`config.mk`:
```
export PLATFORM = sky130hd
export DESIGN_NAME = bios_password_lfsr_encoder_flat
export DESIGN_NICKNAME = d
export VERILOG_FILES = /design/src/bpe_pkg.sv /design/src/bpe_if.sv /design/src/bios_password_lfsr_encoder.sv /design/src/flat_wrapper.sv
export SDC_FILE = /design/constraint.sdc
export NUM_CORES = 1
export LEC_CHECK = 0
export ABC_AREA = 1
export BUFFER_PORTS_ARGS = -buffer_cell sky130_fd_sc_hd__buf_4
export CAP_MARGIN = 10
export CORE_ASPECT_RATIO = 0.7
export CORE_MARGIN = 2
export CORE_UTILIZATION = 55
export DETAILED_ROUTE_END_ITERATION = 6
export PLACE_DENSITY = 0.76
export SYNTH_ARGS = -nofsm -noshare
export SYNTH_HDL_FRONTEND = slang
export SYNTH_SLANG_ARGS = --single-unit
```
`constraint.sdc`:
```
create_clock -name clk -period 8 [get_ports clk]
set_clock_uncertainty 0.05 [all_clocks]
set_input_delay 0.8 -clock clk [delete_from_list [all_inputs] [get_ports clk]]
set_output_delay 0.8 -clock clk [all_outputs]
set_load 0.01 [all_outputs]
```
`src/bpe_pkg.sv`:
```
// package for the password shift register encoder: types, constants, microcode
package bpe_pkg;

    localparam int CHAR_W    = 8;
    localparam int BYTE_W    = 8;
    localparam int IDX_W     = 3;
    localparam int CFG_IDX_W = 8;
    localparam int PC_W      = 3;

    localparam logic [IDX_W-1:0] MAX_CHARS = 3'd6;
    localparam logic [IDX_W-1:0] IDX_TOP   = 3'd7;

    // configuration register indexes
    localparam logic [CFG_IDX_W-1:0] CFG_SEED_VALUE   = 8'd0;
    localparam logic [CFG_IDX_W-1:0] CFG_FIRST_OFFSET = 8'd1;

    localparam logic [BYTE_W-1:0] SEED_RESET   = 8'hF0;
    localparam logic [BYTE_W-1:0] OFFSET_RESET = 8'd123;

    // feedback taps: bits 7, 6, 1 and 0
    localparam logic [BYTE_W-1:0] TAP_MASK = 8'h80 | 8'h40 | 8'h02 | 8'h01;

    // character ranges
    localparam logic [CHAR_W-1:0] LOWER_A   = 8'h61;
    localparam logic [CHAR_W-1:0] LOWER_Z   = 8'h7A;
    localparam logic [CHAR_W-1:0] CASE_GAP  = 8'h20;
    localparam logic [CHAR_W-1:0] DIGIT_0   = 8'h30;
    localparam logic [CHAR_W-1:0] DIGIT_9   = 8'h39;
    localparam logic [CHAR_W-1:0] UPPER_A   = 8'h41;
    localparam logic [CHAR_W-1:0] UPPER_Z   = 8'h5A;

    // scan codes
    localparam logic [BYTE_W-1:0] DIGIT_CODES [10] = '{
        8'h0B, 8'h02, 8'h03, 8'h04, 8'h05, 8'h06, 8'h07, 8'h08, 8'h09, 8'h0A
    };
    localparam logic [BYTE_W-1:0] LETTER_CODES [26] = '{
        8'h1E, 8'h30, 8'h2E, 8'h20, 8'h12, 8'h21, 8'h22, 8'h23, 8'h17,
        8'h24, 8'h25, 8'h26, 8'h32, 8'h31, 8'h18, 8'h19, 8'h10, 8'h13,
        8'h1F, 8'h14, 8'h16, 8'h2F, 8'h11, 8'h2D, 8'h15, 8'h2C
    };

    typedef struct packed {
        logic              valid;
        logic [BYTE_W-1:0] code;
    } lookup_t;

    // fold to upper case and map to scan code
    function automatic lookup_t scan_lookup(input logic [CHAR_W-1:0] c_in);
        logic [CHAR_W-1:0] c;
        logic [CHAR_W-1:0] rel;
        lookup_t           r;
        c = c_in;
        r = '0;
        if (c inside {[LOWER_A:LOWER_Z]})
            c = c - CASE_GAP;
        if (c inside {[DIGIT_0:DIGIT_9]})
        begin
            r.valid = 1'b1;
            r.code  = DIGIT_CODES[c[3:0]];
        end
        else if (c inside {[UPPER_A:UPPER_Z]})
        begin
            rel     = c - UPPER_A;
            r.valid = 1'b1;
            r.code  = LETTER_CODES[rel[4:0]];
        end
        return r;
    endfunction

    // one shift register step
    function automatic logic [BYTE_W-1:0] lfsr_step(input logic [BYTE_W-1:0] r);
        return {^(r & TAP_MASK), r[BYTE_W-1:1]};
    endfunction

    // microcode
    typedef enum logic [2:0] {
        C_ALWAYS,
        C_ACCEPT,
        C_START,
        C_CNT_ZERO,
        C_OUT_FREE
    } cond_t;

    typedef enum logic [2:0] {
        OP_NONE,
        OP_LATCH,
        OP_SEED,
        OP_DECODE,
        OP_STEP,
        OP_EMIT
    } op_t;

    typedef struct packed {
        logic            in_ready;
        cond_t           cond;
        logic [PC_W-1:0] pc_true;
        logic [PC_W-1:0] pc_false;
        op_t             op;
    } ctrl_t;

    localparam logic [PC_W-1:0] PC_FETCH  = 3'd0;
    localparam logic [PC_W-1:0] PC_START  = 3'd1;
    localparam logic [PC_W-1:0] PC_SEED   = 3'd2;
    localparam logic [PC_W-1:0] PC_DECODE = 3'd3;
    localparam logic [PC_W-1:0] PC_STEP   = 3'd4;
    localparam logic [PC_W-1:0] PC_EMIT   = 3'd5;

    // control store
    function automatic ctrl_t ucode(input logic [PC_W-1:0] pc);
        ctrl_t w;
        case (pc)
            PC_FETCH:  w = '{1'b1, C_ACCEPT,   PC_START,  PC_FETCH,  OP_LATCH};
            PC_START:  w = '{1'b0, C_START,    PC_SEED,   PC_DECODE, OP_NONE};
            PC_SEED:   w = '{1'b0, C_OUT_FREE, PC_DECODE, PC_SEED,   OP_SEED};
            PC_DECODE: w = '{1'b0, C_ALWAYS,   PC_STEP,   PC_STEP,   OP_DECODE};
            PC_STEP:   w = '{1'b0, C_CNT_ZERO, PC_EMIT,   PC_STEP,   OP_STEP};
            PC_EMIT:   w = '{1'b0, C_OUT_FREE, PC_FETCH,  PC_EMIT,   OP_EMIT};
            default:   w = '{1'b0, C_ALWAYS,   PC_FETCH,  PC_FETCH,  OP_NONE};
        endcase
        return w;
    endfunction

endpackage

```
`src/bpe_if.sv`:
```
// valid/ready channel interfaces for characters, encoded bytes and configuration
interface bpe_char_if;
    logic                       valid;
    logic                       ready;
    logic [bpe_pkg::CHAR_W-1:0] char_code;
    logic                       end_of_password;

    modport source (output valid, output char_code, output end_of_password, input ready);
    modport sink (input valid, input char_code, input end_of_password, output ready);
endinterface

interface bpe_code_if;
    logic                       valid;
    logic                       ready;
    logic [bpe_pkg::BYTE_W-1:0] enc_byte;
    logic                       bad_char;
    logic                       last_of_run;

    modport source (output valid, output enc_byte, output bad_char, output last_of_run,
                    input ready);
    modport sink (input valid, input enc_byte, input bad_char, input last_of_run,
                  output ready);
endinterface

interface bpe_cfg_if;
    logic                          valid;
    logic                          ready;
    logic [bpe_pkg::CFG_IDX_W-1:0] index;
    logic [bpe_pkg::BYTE_W-1:0]    data;

    modport source (output valid, output index, output data, input ready);
    modport sink (input valid, input index, input data, output ready);
endinterface

```
`src/bios_password_lfsr_encoder.sv`:
```
// password encoder: microcoded sequencer stepping an 8-bit feedback shift register
// Flow: a new character is taken only in fetch, after the result of the last one is emitted;
//   count is the step count (0..255), one shift register step per cycle in the step loop.
// Results are registered; at the start of a password the seed is emitted first, then the
//   character result follows decode, the step loop and emit.
// Reset: asynchronous, active low; seed 0xF0, offset 123, sequencer at fetch, no results.
module bios_password_lfsr_encoder (
    input logic      clk,
    input logic      rst_n,
    bpe_char_if.sink chars,
    bpe_code_if.source codes,
    bpe_cfg_if.sink  cfg
);
    import bpe_pkg::*;

    logic [PC_W-1:0]   pc_reg, pc_next;
    logic [BYTE_W-1:0] seed_reg, seed_next;
    logic [BYTE_W-1:0] offset_reg, offset_next;
    logic [BYTE_W-1:0] shift_reg, shift_next;
    logic [BYTE_W-1:0] cnt_reg, cnt_next;
    logic [IDX_W-1:0]  idx_reg, idx_next;
    logic              start_reg, start_next;
    logic              bad_reg, bad_next;
    logic [CHAR_W-1:0] char_reg, char_next;
    logic              eop_reg, eop_next;
    logic              ovalid_reg, ovalid_next;
    logic [BYTE_W-1:0] obyte_reg, obyte_next;
    logic              obad_reg, obad_next;
    logic              olast_reg, olast_next;

    ctrl_t   cw;
    logic    cond_hit;
    logic    in_xfer;
    logic    out_free;
    lookup_t lk;
    logic    dec_bad;

    // control word fetch and condition select
    assign cw       = ucode(pc_reg);
    assign in_xfer  = chars.valid && cw.in_ready;
    assign out_free = !ovalid_reg || codes.ready;
    assign lk       = scan_lookup(char_reg);
    assign dec_bad  = !lk.valid || (idx_reg >= MAX_CHARS);

    always_comb
    begin
        case (cw.cond)
            C_ALWAYS:   cond_hit = 1'b1;
            C_ACCEPT:   cond_hit = in_xfer;
            C_START:    cond_hit = start_reg;
            C_CNT_ZERO: cond_hit = (cnt_reg == '0);
            C_OUT_FREE: cond_hit = out_free;
            default:    cond_hit = 1'b1;
        endcase
    end

    assign pc_next = cond_hit ? cw.pc_true : cw.pc_false;

    // configuration writes
    always_comb
    begin
        seed_next   = seed_reg;
        offset_next = offset_reg;
        if (cfg.valid)
        begin
            if (cfg.index == CFG_SEED_VALUE)
                seed_next = cfg.data;
            else if (cfg.index == CFG_FIRST_OFFSET)
                offset_next = cfg.data;
        end
    end

    // datapath driven by the control word
    always_comb
    begin
        shift_next  = shift_reg;
        cnt_next    = cnt_reg;
        idx_next    = idx_reg;
        start_next  = start_reg;
        bad_next    = bad_reg;
        char_next   = char_reg;
        eop_next    = eop_reg;
        ovalid_next = ovalid_reg && !codes.ready;
        obyte_next  = obyte_reg;
        obad_next   = obad_reg;
        olast_next  = olast_reg;
        case (cw.op)
            OP_LATCH:
            begin
                if (in_xfer)
                begin
                    char_next = chars.char_code;
                    eop_next  = chars.end_of_password;
                end
            end
            OP_SEED:
            begin
                if (out_free)
                begin
                    shift_next  = seed_reg;
                    idx_next    = '0;
                    start_next  = 1'b0;
                    ovalid_next = 1'b1;
                    obyte_next  = seed_reg;
                    obad_next   = 1'b0;
                    olast_next  = 1'b0;
                end
            end
            OP_DECODE:
            begin
                bad_next = dec_bad;
                if (dec_bad)
                    cnt_next = '0;
                else if (idx_reg == '0)
                    cnt_next = lk.code + offset_reg;
                else
                    cnt_next = lk.code;
            end
            OP_STEP:
            begin
                if (cnt_reg != '0)
                begin
                    shift_next = lfsr_step(shift_reg);
                    cnt_next   = cnt_reg - 8'd1;
                end
            end
            OP_EMIT:
            begin
                if (out_free)
                begin
                    ovalid_next = 1'b1;
                    obyte_next  = shift_reg;
                    obad_next   = bad_reg;
                    olast_next  = 1'b1;
                    if (eop_reg)
                    begin
                        idx_next   = '0;
                        start_next = 1'b1;
                    end
                    else if (idx_reg != IDX_TOP)
                    begin
                        idx_next = idx_reg + 3'd1;
                    end
                end
            end
            default:
            begin
            end
        endcase
    end

    // control and configuration registers
    always_ff @(posedge clk or negedge rst_n)
    begin
        if (!rst_n)
        begin
            pc_reg     <= PC_FETCH;
            seed_reg   <= SEED_RESET;
            offset_reg <= OFFSET_RESET;
            shift_reg  <= SEED_RESET;
            cnt_reg    <= '0;
            idx_reg    <= '0;
            start_reg  <= 1'b1;
            ovalid_reg <= 1'b0;
        end
        else
        begin
            pc_reg     <= pc_next;
            seed_reg   <= seed_next;
            offset_reg <= offset_next;
            shift_reg  <= shift_next;
            cnt_reg    <= cnt_next;
            idx_reg    <= idx_next;
            start_reg  <= start_next;
            ovalid_reg <= ovalid_next;
        end
    end

    // payload registers
    always_ff @(posedge clk)
    begin
        bad_reg   <= bad_next;
        char_reg  <= char_next;
        eop_reg   <= eop_next;
        obyte_reg <= obyte_next;
        obad_reg  <= obad_next;
        olast_reg <= olast_next;
    end

    // ports
    assign chars.ready       = cw.in_ready;
    assign cfg.ready         = 1'b1;
    assign codes.valid       = ovalid_reg;
    assign codes.enc_byte    = obyte_reg;
    assign codes.bad_char    = obad_reg;
    assign codes.last_of_run = olast_reg;

`ifndef ASSERT_OFF
    // sequencer stays inside the program
    a_pc_range: assert property (@(posedge clk) disable iff (!rst_n)
        pc_reg <= PC_EMIT)
        else $error("sequencer left the program");

    // an input transfer moves on to the start check
    a_fetch_adv: assert property (@(posedge clk) disable iff (!rst_n)
        chars.valid && chars.ready |=> pc_reg == PC_START)
        else $error("input transfer did not advance the sequencer");

    // each step with a nonzero count counts down by one
    a_step_cnt: assert property (@(posedge clk) disable iff (!rst_n)
        pc_reg == PC_STEP && cnt_reg != '0 |=> cnt_reg == $past(cnt_reg) - 8'd1)
        else $error("step counter did not count down");

    // seed result carries the loaded register value and is not the last one
    a_seed_out: assert property (@(posedge clk) disable iff (!rst_n)
        pc_reg == PC_SEED && out_free |=>
            codes.valid && !codes.last_of_run && codes.enc_byte == shift_reg)
        else $error("seed result does not match the register");

    // input is taken only when no result is pending inside the sequencer
    a_ready_fetch: assert property (@(posedge clk) disable iff (!rst_n)
        chars.ready |-> pc_reg == PC_FETCH)
        else $error("input ready outside fetch");
`endif

endmodule
```
`src/flat_wrapper.sv`:
```
// flat-port wrapper written by rule: the top's interface ports become plain ports
module bios_password_lfsr_encoder_flat import bpe_pkg::*;
  (clk, rst_n, chars_valid, chars_char_code, chars_end_of_password, chars_ready, codes_valid, codes_enc_byte, codes_bad_char, codes_last_of_run, codes_ready, cfg_valid, cfg_index, cfg_data, cfg_ready);
  bpe_char_if chars_i ();
  bpe_code_if codes_i ();
  bpe_cfg_if cfg_i ();
  input logic clk;
  input logic rst_n;
  input wire logic [$bits(chars_i.valid)-1:0] chars_valid;
  input wire logic [$bits(chars_i.char_code)-1:0] chars_char_code;
  input wire logic [$bits(chars_i.end_of_password)-1:0] chars_end_of_password;
  output wire logic [$bits(chars_i.ready)-1:0] chars_ready;
  output wire logic [$bits(codes_i.valid)-1:0] codes_valid;
  output wire logic [$bits(codes_i.enc_byte)-1:0] codes_enc_byte;
  output wire logic [$bits(codes_i.bad_char)-1:0] codes_bad_char;
  output wire logic [$bits(codes_i.last_of_run)-1:0] codes_last_of_run;
  input wire logic [$bits(codes_i.ready)-1:0] codes_ready;
  input wire logic [$bits(cfg_i.valid)-1:0] cfg_valid;
  input wire logic [$bits(cfg_i.index)-1:0] cfg_index;
  input wire logic [$bits(cfg_i.data)-1:0] cfg_data;
  output wire logic [$bits(cfg_i.ready)-1:0] cfg_ready;
  assign chars_i.valid = chars_valid;
  assign chars_i.char_code = chars_char_code;
  assign chars_i.end_of_password = chars_end_of_password;
  assign chars_ready = chars_i.ready;
  assign codes_valid = codes_i.valid;
  assign codes_enc_byte = codes_i.enc_byte;
  assign codes_bad_char = codes_i.bad_char;
  assign codes_last_of_run = codes_i.last_of_run;
  assign codes_i.ready = codes_ready;
  assign cfg_i.valid = cfg_valid;
  assign cfg_i.index = cfg_index;
  assign cfg_i.data = cfg_data;
  assign cfg_ready = cfg_i.ready;
  bios_password_lfsr_encoder u_core (.clk(clk), .rst_n(rst_n), .chars(chars_i), .codes(codes_i), .cfg(cfg_i));
endmodule
```
==> Implementation_results.wiki <==
{| class="wikitable"
! Metric !! Value
|-
| Count of endpoints failing setup in the final report || 0
|-
| Startpoint class of the critical path || register
|-
| Post-synthesis net count || 558
|-
| Post-synthesis instance area || 0.00387 mm^2
|-
| Final wirelength || 8250 um
|-
| Most used cells in the layout excluding fill and tap cells || nand2_1 (112), inv_1 (75), nor2_1 (59), o21ai_0 (55), buf_4 (42)
|-
| Kind of critical path || register to register
|-
| Clock transition at the registers of the reported paths || 80 ps
|-
| Antenna violations before repair || 0
|-
| Worst supply voltage drop on vdd || 0.123 mV
|-
| DP Worst Slack || 4220 ps
|-
| Clock tree buffer depth || 2
|-
| Gate count of the mapped netlist || 507
|-
| Avg Inst Size Synth || 7.63 um^2
|-
| Setup repair bufs after CTS || 0
|-
| Crit path time final || 3880 ps
|-
| F_max || 258 MHz
|-
| Status || finished, final reports clean
|-
| Beginning of the critical path || u_core.char_reg[0]
|-
| Path type of the worst min-delay path || input pin to asynchronous set/reset pin
|-
| Required time of the worst setup path || 8220 ps
|-
| Master of the slowest instance on the critical path || edfxtp_1
|-
| Number of antenna repair diodes || 0
|-
| Least-Margin Pin Slew || 1070 ps
|-
| Root buf cell || clkbuf_8
|-
| Critical path's most frequent cell || nand2_1
|-
| Die outline area || 0.00773 mm^2
|-
| Hold violation count in the final report || 0
|-
| Via count || 3365
|-
| Sort of element at the end of the critical path || register
|-
| Rel. slew slack || 0.289
|-
| Final-layout worst hold slack || 367 ps
|-
| Arrival time reported for the critical path endpoint || 4090 ps
|-
| Setup total negative slack || 0 ps
|-
| Number of clock buffers inserted by TritonCTS || 9
|-
| Via density || 5.18
|-
| Clock latency of the later-clocked register in the worst-skew pair || 340 ps
|-
| Net count of the finished layout || 601
|-
| Die height || 74.1 um
|-
| Count of fill cells added during filler insertion || 583
|-
| Area overhead of the layout relative to synthesis || 15.0%
|-
| Post-route clock period utilization || 0.485
|-
| Remaining antenna violation count || 0
|-
| First-pass GRT wire length || 14300 um
|-
| CP peak stage delay || 540 ps
|-
| Number of iterations in the first detailed-routing pass || 4
|-
| Uppermost layer routed || met4
|-
| Number of hold buffers added after cts || 0
|-
| Number of I/O port buffers || 41
|-
| Die X || 104 um
|-
| Total number of clock tree sinks || 60
|-
| Cells along the critical path || inv_1 > ha_1 > nand3_2 > nor2_4 > nor2_4 > nand2_1 > nand3_1 > a21oi_1 > nand3_1 > nand2_1 > ha_1 > inv_1 > fa_1 > inv_1 > nand3_1 > nand2_1 > a21oi_1 > o21ai_0 > xnor2_1 > nor2_1 > nand2_1 > a21oi_1
|-
| Most common flop cell mapped by yosys || dfrtp_1
|-
| P per Cell Area || 274 mW/mm^2
|-
| Max H-tree Level || 3
|-
| Fraction of registers with async set or reset after synthesis || 0.667
|-
| Fraction of layout cells with a size suffix above 1 || 0.175
|-
| Setup repair after global routing missed its margin || false
|-
| Number of ports placed on the die boundary || 43
|-
| FF-to-FF Start || u_core.char_reg[0]
|-
| Part of the Yosys area used for sequential elements || 0.419
|-
| Peak fanout along the critical path || 9
|-
| Detailed-route wire length on metal 1 || 4240 um
|-
| Global-route usage over all layers || 0.232
|-
| Final WS setup || 4120 ps
|-
| Lkg Pwr || 2.10 nW
|-
| GRT Residual Overflow || 0
|-
| Routability congestion estimate from global placement || 0.884
|-
| Routed length on met3 || 330 um
|-
| Routed WL per cell || 12.7 um
|-
| Largest net degree at the start of global routing || 41
|-
| Number of slew-limit violations in the final report || 0
|-
| Final HPWL DP || 6300 um
|-
| Max-capacitance violation count || 0
|-
| Total of warnings raised by yosys || 0
|-
| Synth cell types || 39
|-
| Vias in the first global route || 3215
|-
| Number of synthesized flops with an enable pin || 20
|-
| Number of register bits inferred by synthesis || 60
|-
| Most common library cell in the layout ignoring fill and taps || nand2_1
|-
| CTS tree || yes
|-
| Starting density of the core || 0.570
|-
| # DRC || 0
|-
| Placement Rows || 25
|-
| Post-CTS resize count || 0
|-
| Starting DRT DRC Count || 173
|-
| Core region area || 0.00679 mm^2
|-
| Routed length on met2 || 3600 um
|}
-- stage by stage --
step / total power [mW] / utilization / area, um^2 / instances
after floorplan: 0.825 / - / 3870 / 507
after global placement: 0.939 / 0.626 / 4250 / 633
after detailed placement: 0.959 / 0.626 / 4250 / 633
after CTS: 1.22 / 0.655 / 4450 / 649
after global routing: 1.32 / 0.655 / 4450 / 649
final: 1.22 / 0.655 / 4450 / 649
-- cell type report --
type                       count  area (um^2)  share of cell area
multi-input combinational    357         1900               0.427
sequential                    60         1620               0.364
timing repair buffer          42          315              0.0709
inverter                      80          300              0.0675
clock buffer                  10          149              0.0335
tap                           94          118              0.0265
clock inverter                 6         45.0              0.0101
-- worst max-delay path: cells and delay by family (launching register included) --
kind	cells	cell delay, ps
flops	1	540
xor+xnor	1	100
simple gates	11	1050
buf+inv	3	420
compound gates	4	700
fa+ha+maj	3	930
-- path summary, 6_finish.rpt --
path	to	slack, ps	depth (start not counted)
setup reg to reg	u_core.cnt_reg[6]	4120	22
setup / recovery	u_core.cnt_reg[6]	4120	22
max in group asynchronous	u_core.offset_reg[4]	7150	1
hold reg to reg	u_core.start_reg	450	2
hold / removal	u_core.cnt_reg[2]	370	1
min in group clk	u_core.start_reg	450	2
-- cell families (layout without fill, tap and decap cells) --
family | count (synthesis) | after routing | synth area share
AOI/OAI and AO/OA | 90 | 90 | 0.127
xor gates and xnor gates | 9 | 9 | 0.0204
adders and majority gates | 21 | 21 | 0.0699
buffers and inverters | 90 | 138 | 0.0900
DFF | 60 | 60 | 0.419
other | 1 | 1 | 0.000970
and+or+nand+nor | 236 | 236 | 0.272
-- cells in the mapped netlist (2+ instances only) --
master | instances | area, um^2
nand2_1 | 112 | 420
inv_1 | 75 | 282
nor2_1 | 59 | 221
o21ai_0 | 55 | 275
nand3_1 | 35 | 175
dfrtp_1 | 25 | 626
edfxtp_1 | 20 | 601
ha_1 | 20 | 250
a21oi_1 | 18 | 90.1
dfstp_2 | 15 | 394
o211ai_1 | 8 | 60.1
nand2_2 | 7 | 43.8
clkbuf_1 | 6 | 22.5
nand4_1 | 6 | 37.5
xnor2_1 | 6 | 52.6
inv_2 | 5 | 18.8
nor3_1 | 4 | 20.0
nand3_2 | 3 | 30.0
xor2_1 | 3 | 26.3
buf_2 | 2 | 10.0
buf_4 | 2 | 15.0
nand2_4 | 2 | 22.5
nor2_4 | 2 | 22.5
o31ai_1 | 2 | 15.0
-- report_power, final --
part / internal, mW / switching (mW) / total [mW] / leakage, nW
combinational: 0.176 / 0.313 / 0.489 / 1.34
clock: 0.133 / 0.127 / 0.259 / 0.102
sequential: 0.412 / 0.0561 / 0.468 / 0.668
total: 0.721 / 0.496 / 1.22 / 2.10
-- layer usage --
metal | GRT usage | up-vias
li1 | - | 1723
met5 | 0 | -
met1 | 0.322 | 1551
met3 | 0.0517 | 8
met4 | 0.0601 | 0
met2 | 0.378 | 83
Note: power is estimated with default switching activity, not from simulation.
